===== src/rtl/rcs_pkg.sv =====
`timescale 1ns / 1ps
package rcs_pkg;

  localparam int FRAC_BITS = 12;
  localparam int ONE       = 1 << FRAC_BITS;
  localparam int IN_W      = 16;
  localparam int OUT_W     = 18;
  localparam int COEF_W    = 22;
  localparam int PROD_W    = COEF_W + IN_W;
  localparam int T_W       = PROD_W + 2;
  localparam int N_W       = T_W + FRAC_BITS;
  localparam int D_W       = T_W;
  localparam int A_W       = N_W + 3;
  localparam int U_W       = A_W - 1;
  localparam int B_W       = D_W + 1;
  localparam int QB        = (FRAC_BITS + 1 > OUT_W - 1) ? FRAC_BITS + 1 : OUT_W - 1;
  localparam int Q_W       = QB + 1;
  localparam int C_W       = (U_W > B_W + QB) ? U_W : B_W + QB;
  localparam int F_W       = Q_W + 1;
  localparam int DIV_LAT   = QB + 1;
  localparam int MIL       = 1000000;

  localparam logic signed [OUT_W-1:0] OUT_MAX = {1'b0, {(OUT_W-1){1'b1}}};
  localparam logic signed [OUT_W-1:0] OUT_MIN = {1'b1, {(OUT_W-1){1'b0}}};

  localparam logic [2:0] SPACE_RGB = 3'd0;
  localparam logic [2:0] SPACE_HSL = 3'd1;
  localparam logic [2:0] SPACE_HSV = 3'd2;
  localparam logic [2:0] SPACE_XYZ = 3'd3;
  localparam logic [2:0] SPACE_YIQ = 3'd4;
  localparam logic [2:0] SPACE_XYY = 3'd5;

  localparam int XYZ_COEF [0:2][0:2] = '{
    '{412453, 357580, 180423},
    '{212671, 715160, 72169},
    '{19334, 119193, 950227}
  };
  localparam int YIQ_COEF [0:2][0:2] = '{
    '{299000, 587000, 114000},
    '{596000, -275000, -321000},
    '{212000, -523000, 311000}
  };
  // column sums of the xyz matrix, for the xyy denominator
  localparam int XYZ_COLSUM [0:2] = '{644458, 1191933, 1202819};

  typedef struct packed {
    logic                    use_div;
    logic                    hue_fix;
    logic                    sat_max;
    logic signed [OUT_W-1:0] direct;
  } lane_ctl_t;

  typedef struct packed {
    logic                  valid;
    logic                  hue_undef;
    lane_ctl_t [2:0]       ctl;
  } side_t;

  typedef struct packed {
    logic signed [N_W-1:0] num;
    logic signed [D_W-1:0] den;
  } div_req_t;

  typedef struct packed {
    logic                  ovf;
    logic signed [Q_W-1:0] quo;
  } div_res_t;

endpackage


===== src/rtl/rcs_div.sv =====
`timescale 1ns / 1ps
module rcs_div (
  input  logic              clk,
  input  logic              adv,
  input  rcs_pkg::div_req_t req,
  output rcs_pkg::div_res_t res
);

  localparam int A_W = rcs_pkg::A_W;
  localparam int U_W = rcs_pkg::U_W;
  localparam int B_W = rcs_pkg::B_W;
  localparam int C_W = rcs_pkg::C_W;
  localparam int QB  = rcs_pkg::QB;
  localparam int Q_W = rcs_pkg::Q_W;

  logic                  dneg;
  logic signed [A_W-1:0] nn, dd, a;
  logic [U_W-1:0]        u;
  logic [B_W-1:0]        b;
  logic                  pre_ovf;

  logic [U_W-1:0] rem  [0:QB];
  logic [B_W-1:0] bs   [0:QB];
  logic [QB-1:0]  quo  [0:QB];
  logic           neg  [0:QB];
  logic           ovf  [0:QB];
  logic           bz   [0:QB];
  logic [C_W-1:0] trial [1:QB];
  logic           ge    [1:QB];

  // make the divisor positive, then floor((2n+d)/(2d))
  always_comb begin
    dneg    = req.den[rcs_pkg::D_W-1];
    nn      = dneg ? -A_W'(req.num) : A_W'(req.num);
    dd      = dneg ? -A_W'(req.den) : A_W'(req.den);
    a       = (nn <<< 1) + dd;
    u       = a[A_W-1] ? ~a[U_W-1:0] : a[U_W-1:0];
    b       = {dd[B_W-2:0], 1'b0};
    pre_ovf = C_W'(u) >= (C_W'(b) << QB);
  end

  always_comb begin
    for (int k = 1; k <= QB; k++) begin
      trial[k] = C_W'(bs[k-1]) << (QB - k);
      ge[k]    = C_W'(rem[k-1]) >= trial[k];
    end
  end

  always_ff @(posedge clk) begin
    if (adv) begin
      rem[0] <= u;
      bs[0]  <= b;
      quo[0] <= '0;
      neg[0] <= a[A_W-1];
      ovf[0] <= pre_ovf;
      bz[0]  <= (b == '0);
      for (int k = 1; k <= QB; k++) begin
        rem[k] <= ge[k] ? rem[k-1] - trial[k][U_W-1:0] : rem[k-1];
        bs[k]  <= bs[k-1];
        quo[k] <= {quo[k-1][QB-2:0], ge[k]};
        neg[k] <= neg[k-1];
        ovf[k] <= ovf[k-1];
        bz[k]  <= bz[k-1];
      end
    end
  end

  always_comb begin
    res.ovf = 1'b0;
    if (bz[QB]) begin
      res.quo = '0;
    end else if (ovf[QB]) begin
      res.ovf = 1'b1;
      res.quo = neg[QB] ? {1'b1, {(Q_W-1){1'b0}}} : {1'b0, {(Q_W-1){1'b1}}};
    end else begin
      res.quo = neg[QB] ? ~{1'b0, quo[QB]} : {1'b0, quo[QB]};
    end
  end

endmodule


===== config.mk =====
export PLATFORM = sky130hd
export DESIGN_NAME = rcs_div
export DESIGN_NICKNAME = d
export VERILOG_FILES = /design/src/rtl/rcs_pkg.sv /design/src/rtl/rcs_div.sv
export SDC_FILE = /design/constraint.sdc
export NUM_CORES = 2
export LEC_CHECK = 0
export ABC_AREA = 1
export BUFFER_PORTS_ARGS = -buffer_cell sky130_fd_sc_hd__buf_2
export CAP_MARGIN = 40
export CORE_AREA = 2 2 623 625
export DETAILED_ROUTE_END_ITERATION = 8
export DIE_AREA = 0 0 625 627
export PLACE_DENSITY = 0.41
export SETUP_SLACK_MARGIN = 0.1
export SYNTH_ARGS = -nofsm -noshare
export SYNTH_HDL_FRONTEND = slang
export SYNTH_SLANG_ARGS = --single-unit

===== constraint.sdc =====
create_clock -name clk -period 7.35 [get_ports clk]
set_input_delay 1.1025 -clock clk [delete_from_list [all_inputs] [get_ports clk]]
set_output_delay 1.1025 -clock clk [all_outputs]
set_load 0.05 [all_outputs]

==> impl_metrics.py <==
metrics = {
    "pwr": {
        "combPwrFrac_pct": 45.4,
        "power.density_mw_per_mm2": 394,
        "power.total_mw": 51.3,
        "seqPwrFrac_pct": 32.8,
        "clkPwrFrac_pct": 21.8,
        "p_int_mw": 29.0,
        "vdd_drop_max_mv": 0.201,
        "switching_share_pct": 43.4,
        "leakagePower_nw": 52.7,
        "p_sw_mw": 22.2,
    },
    "run": {
        "drv_cap": 0,
    },
    "route": {
        "drt_iter0_markers": 7629,
        "post_drt_via_cell_ratio": 4.91,
        "vias": 92516,
        "drc_errors": 0,
        "wirelength_um": 417000,
        "routedWlPerCell_um": 22.1,
        "firstDrtPassIters": 6,
        "postRouteAntennaNets": 0,
    },
    "logic_synthesis": {
        "synth.most_common_cell": "nand2_1",
        "synth_top_area_share_pct": 47.1,
        "yosysUniqueCellTypes": 76,
        "synth_edf_count": 1805,
        "ys_warn_count": 0,
        "synth_seq_cells": 1805,
        "netlist_top_cells_area": "edfxtp_1 (47%), ha_1 (8.3%), nand2_1 (8.3%)",
        "yosysTopAreaCell": "edfxtp_1",
        "syn_area_per_cell_um2": 8.68,
        "ys.flop_type": "edfxtp_1",
        "synth_common_cells": "nand2_1 (2,540), inv_1 (2,008), edfxtp_1 (1,805), nor2_1 (1,431), o21ai_0 (1,078)",
        "synth-async-reset-ratio_pct": 0,
        "syn_area_mm2": 0.115,
        "synthCells": 13264,
        "yosysSeqAreaShare_pct": 47.1,
    },
    "worst_setup_path": {
        "max_stage_delay_ps": 400,
        "startpoint_type": "primary input",
        "rrSetupSlack_ps": 2840,
        "arrival_ps": 6890,
        "crit_type": "in -> reg",
        "crit_top_cell": "nand2_1",
        "rr_worst_depth": 11,
        "crit_required_ps": 8020,
        "timing.rr.end": "rem[14][20]",
        "cp-end-kind": "register",
        "r2r-start": "rem[13][13]",
        "cp_slowest_cell": "ha_1",
        "cp_max_fo": 13,
    },
    "sta": {
        "fin_crit_ps": 6220,
        "relSlewSlack_pct": 36.0,
        "worst_pin_slew_ps": 960,
        "slew_viol_final": 0,
        "fin_setup_tns_ps": 0,
        "setup_viol": 0,
        "clock-skew-final_ps": 58.6,
        "period_share_pct": 84.6,
        "fmax_mhz": 161,
        "final_hold_viol_count": 0,
        "rsz0062_at_grt": "false",
    },
    "global_route": {
        "grt_pass1_vias": 89628,
        "grt_use_total_pct": 20.7,
        "grt_max_degree": 142,
        "grt.overflow.total": 0,
        "antenna_found_initial": 4,
        "grt_pass1_wl_um": 606000,
    },
    "floorplanning": {
        "row_count": 228,
        "io_pins": 113,
        "initial_utilization_pct": 29.9,
        "die_x_um": 625,
        "die_h_um": 627,
        "dieArea_mm2": 0.392,
        "core_area_mm2": 0.385,
    },
    "min_path": {
        "whs_path_depth": 0,
        "hold_path.class": "reg -> reg",
        "whs_endpoint": "quo[5][1]",
        "hold_path_startpoint": "quo[4][0]",
    },
    "clocking": {
        "clk_pin_slew_ps": 60,
        "cts-buffers-inserted": 223,
        "clock_path_buffers": 4,
        "cts.sinks": 1805,
        "cts_resized": 0,
        "root_buffer": "clkbuf_16",
        "cts_tree": "done",
        "postCtsSetupRepairBufs": 0,
        "holdBufCountCts": 0,
        "htreeDepth": 4,
        "clk_latency_ps": 910,
    },
    "cells_and_area": {
        "syn2layout_area_growth_pct": 12.9,
        "drive_gt1_share_pct": 5.48,
        "utilization_pct": 33.8,
        "layout.nets": 14487,
    },
    "placed_design": {
        "hpwl_um": 343000,
        "gp_congestion": 0.928,
        "io_buffers": 112,
    },
    "run_status": {
        "status": "finished clean",
    },
}
how the worst max path moves through the flow:
stage / startpoint / end / slack [ps] / cells after the start
floorplan: req[41] / ovf[0] / 1200 / 46
global placement: req[41] / ovf[0] / 230 / 45
detailed placement: req[41] / ovf[0] / 260 / 39
CTS: req[40] / ovf[0] / 1220 / 39
global route: req[41] / ovf[0] / 580 / 45
finish: req[40] / ovf[0] / 1130 / 39
final cells by class:
cell class / count / area, um^2
repair buffers: 267 / 1970
diodes: 4 / 10.0
clock inverters: 143 / 1490
multi-input cells: 9286 / 52500
inverters: 2028 / 7610
flip-flops and latches: 1805 / 54200
well taps: 5060 / 6330
fillers: 40282 / 255000
clock buffers: 260 / 5780
placed cells by master, fill, tap and decap left out, types with 38 or more instances in the layout:
master and count:
o21ai_1 87, clkinv_2 43, nor4_1 105, xnor2_1 393, nor3_1 152, o21ai_0 1078, nand3_1 385, o211ai_1 38
buf_2 121, nor2_1 1431, o21bai_1 60, buf_4 123, nand2_1 2540, xor2_1 349, inv_1 2007, or2_2 69
a21oi_1 979, o21a_1 91, nand4_1 124, ha_1 765, a31oi_1 212, edfxtp_1 1805, clkbuf_16 226, a21o_1 96
state kept, by name, summed over array words and instances, names as in the netlist:
register / cells
bs: 680
bz: 18
neg: 18
ovf: 18
quo: 153
rem: 918
logic make-up (layout without fill, tap and decap cells):
| family | after synthesis | count (layout) | synth area share, % |
|---|---|---|---|
| DFF | 1805 | 1805 | 47.1 |
| AOI/OAI and AO/OA | 2813 | 2813 | 13.6 |
| other | 1 | 18 | 0.00326 |
| adders and majority gates | 782 | 782 | 8.61 |
| buffers and inverters | 2186 | 2698 | 7.30 |
| and+or+nand+nor | 4930 | 4930 | 17.7 |
| xor gates and xnor gates | 747 | 747 | 5.72 |
metrics by stage:
| stage | hold WS [ps] | instance area (um^2) | cells | setup slack (ps) |
|---|---|---|---|---|
| global route | 391 | 130000 | 18851 | 578 |
| CTS | 374 | 130000 | 18847 | 1220 |
| global placement | 400 | 123000 | 18429 | 234 |
| floorplan | 400 | 115000 | 13277 | 1200 |
| finish | 389 | 130000 | 18853 | 1130 |
| detailed placement | 405 | 123000 | 18444 | 264 |
worst max-delay path: cells and delay by family:
| family | cells | cell delay [ps] |
|---|---|---|
| adder cells (fa/ha/maj) | 3 | 860 |
| AND/OR/NAND/NOR | 27 | 3450 |
| AO/OA/AOI/OAI | 1 | 100 |
| XOR/XNOR | 3 | 670 |
| buffers and inverters | 5 | 680 |
routing by layer:
layer	vias to the layer above	wire (um)	GRT usage, %
li1	45924	-	-
met1	44117	198000	29.4
met2	2092	192000	34.0
met3	383	17700	1.98
met4	0	8570	4.29
met5	-	0	0
power groups by stage:
stage               clock network [mW]  registers [mW]  logic [mW]
finish                            11.2            16.8        23.3
global route                      11.9            17.0        25.9
CTS                               11.6            16.9        23.1
detailed placement                   0            17.1        22.9
global placement                     0            17.1        23.1
floorplan                            0            15.7        15.7
No activity file was read; power rests on OpenSTA's default activity.
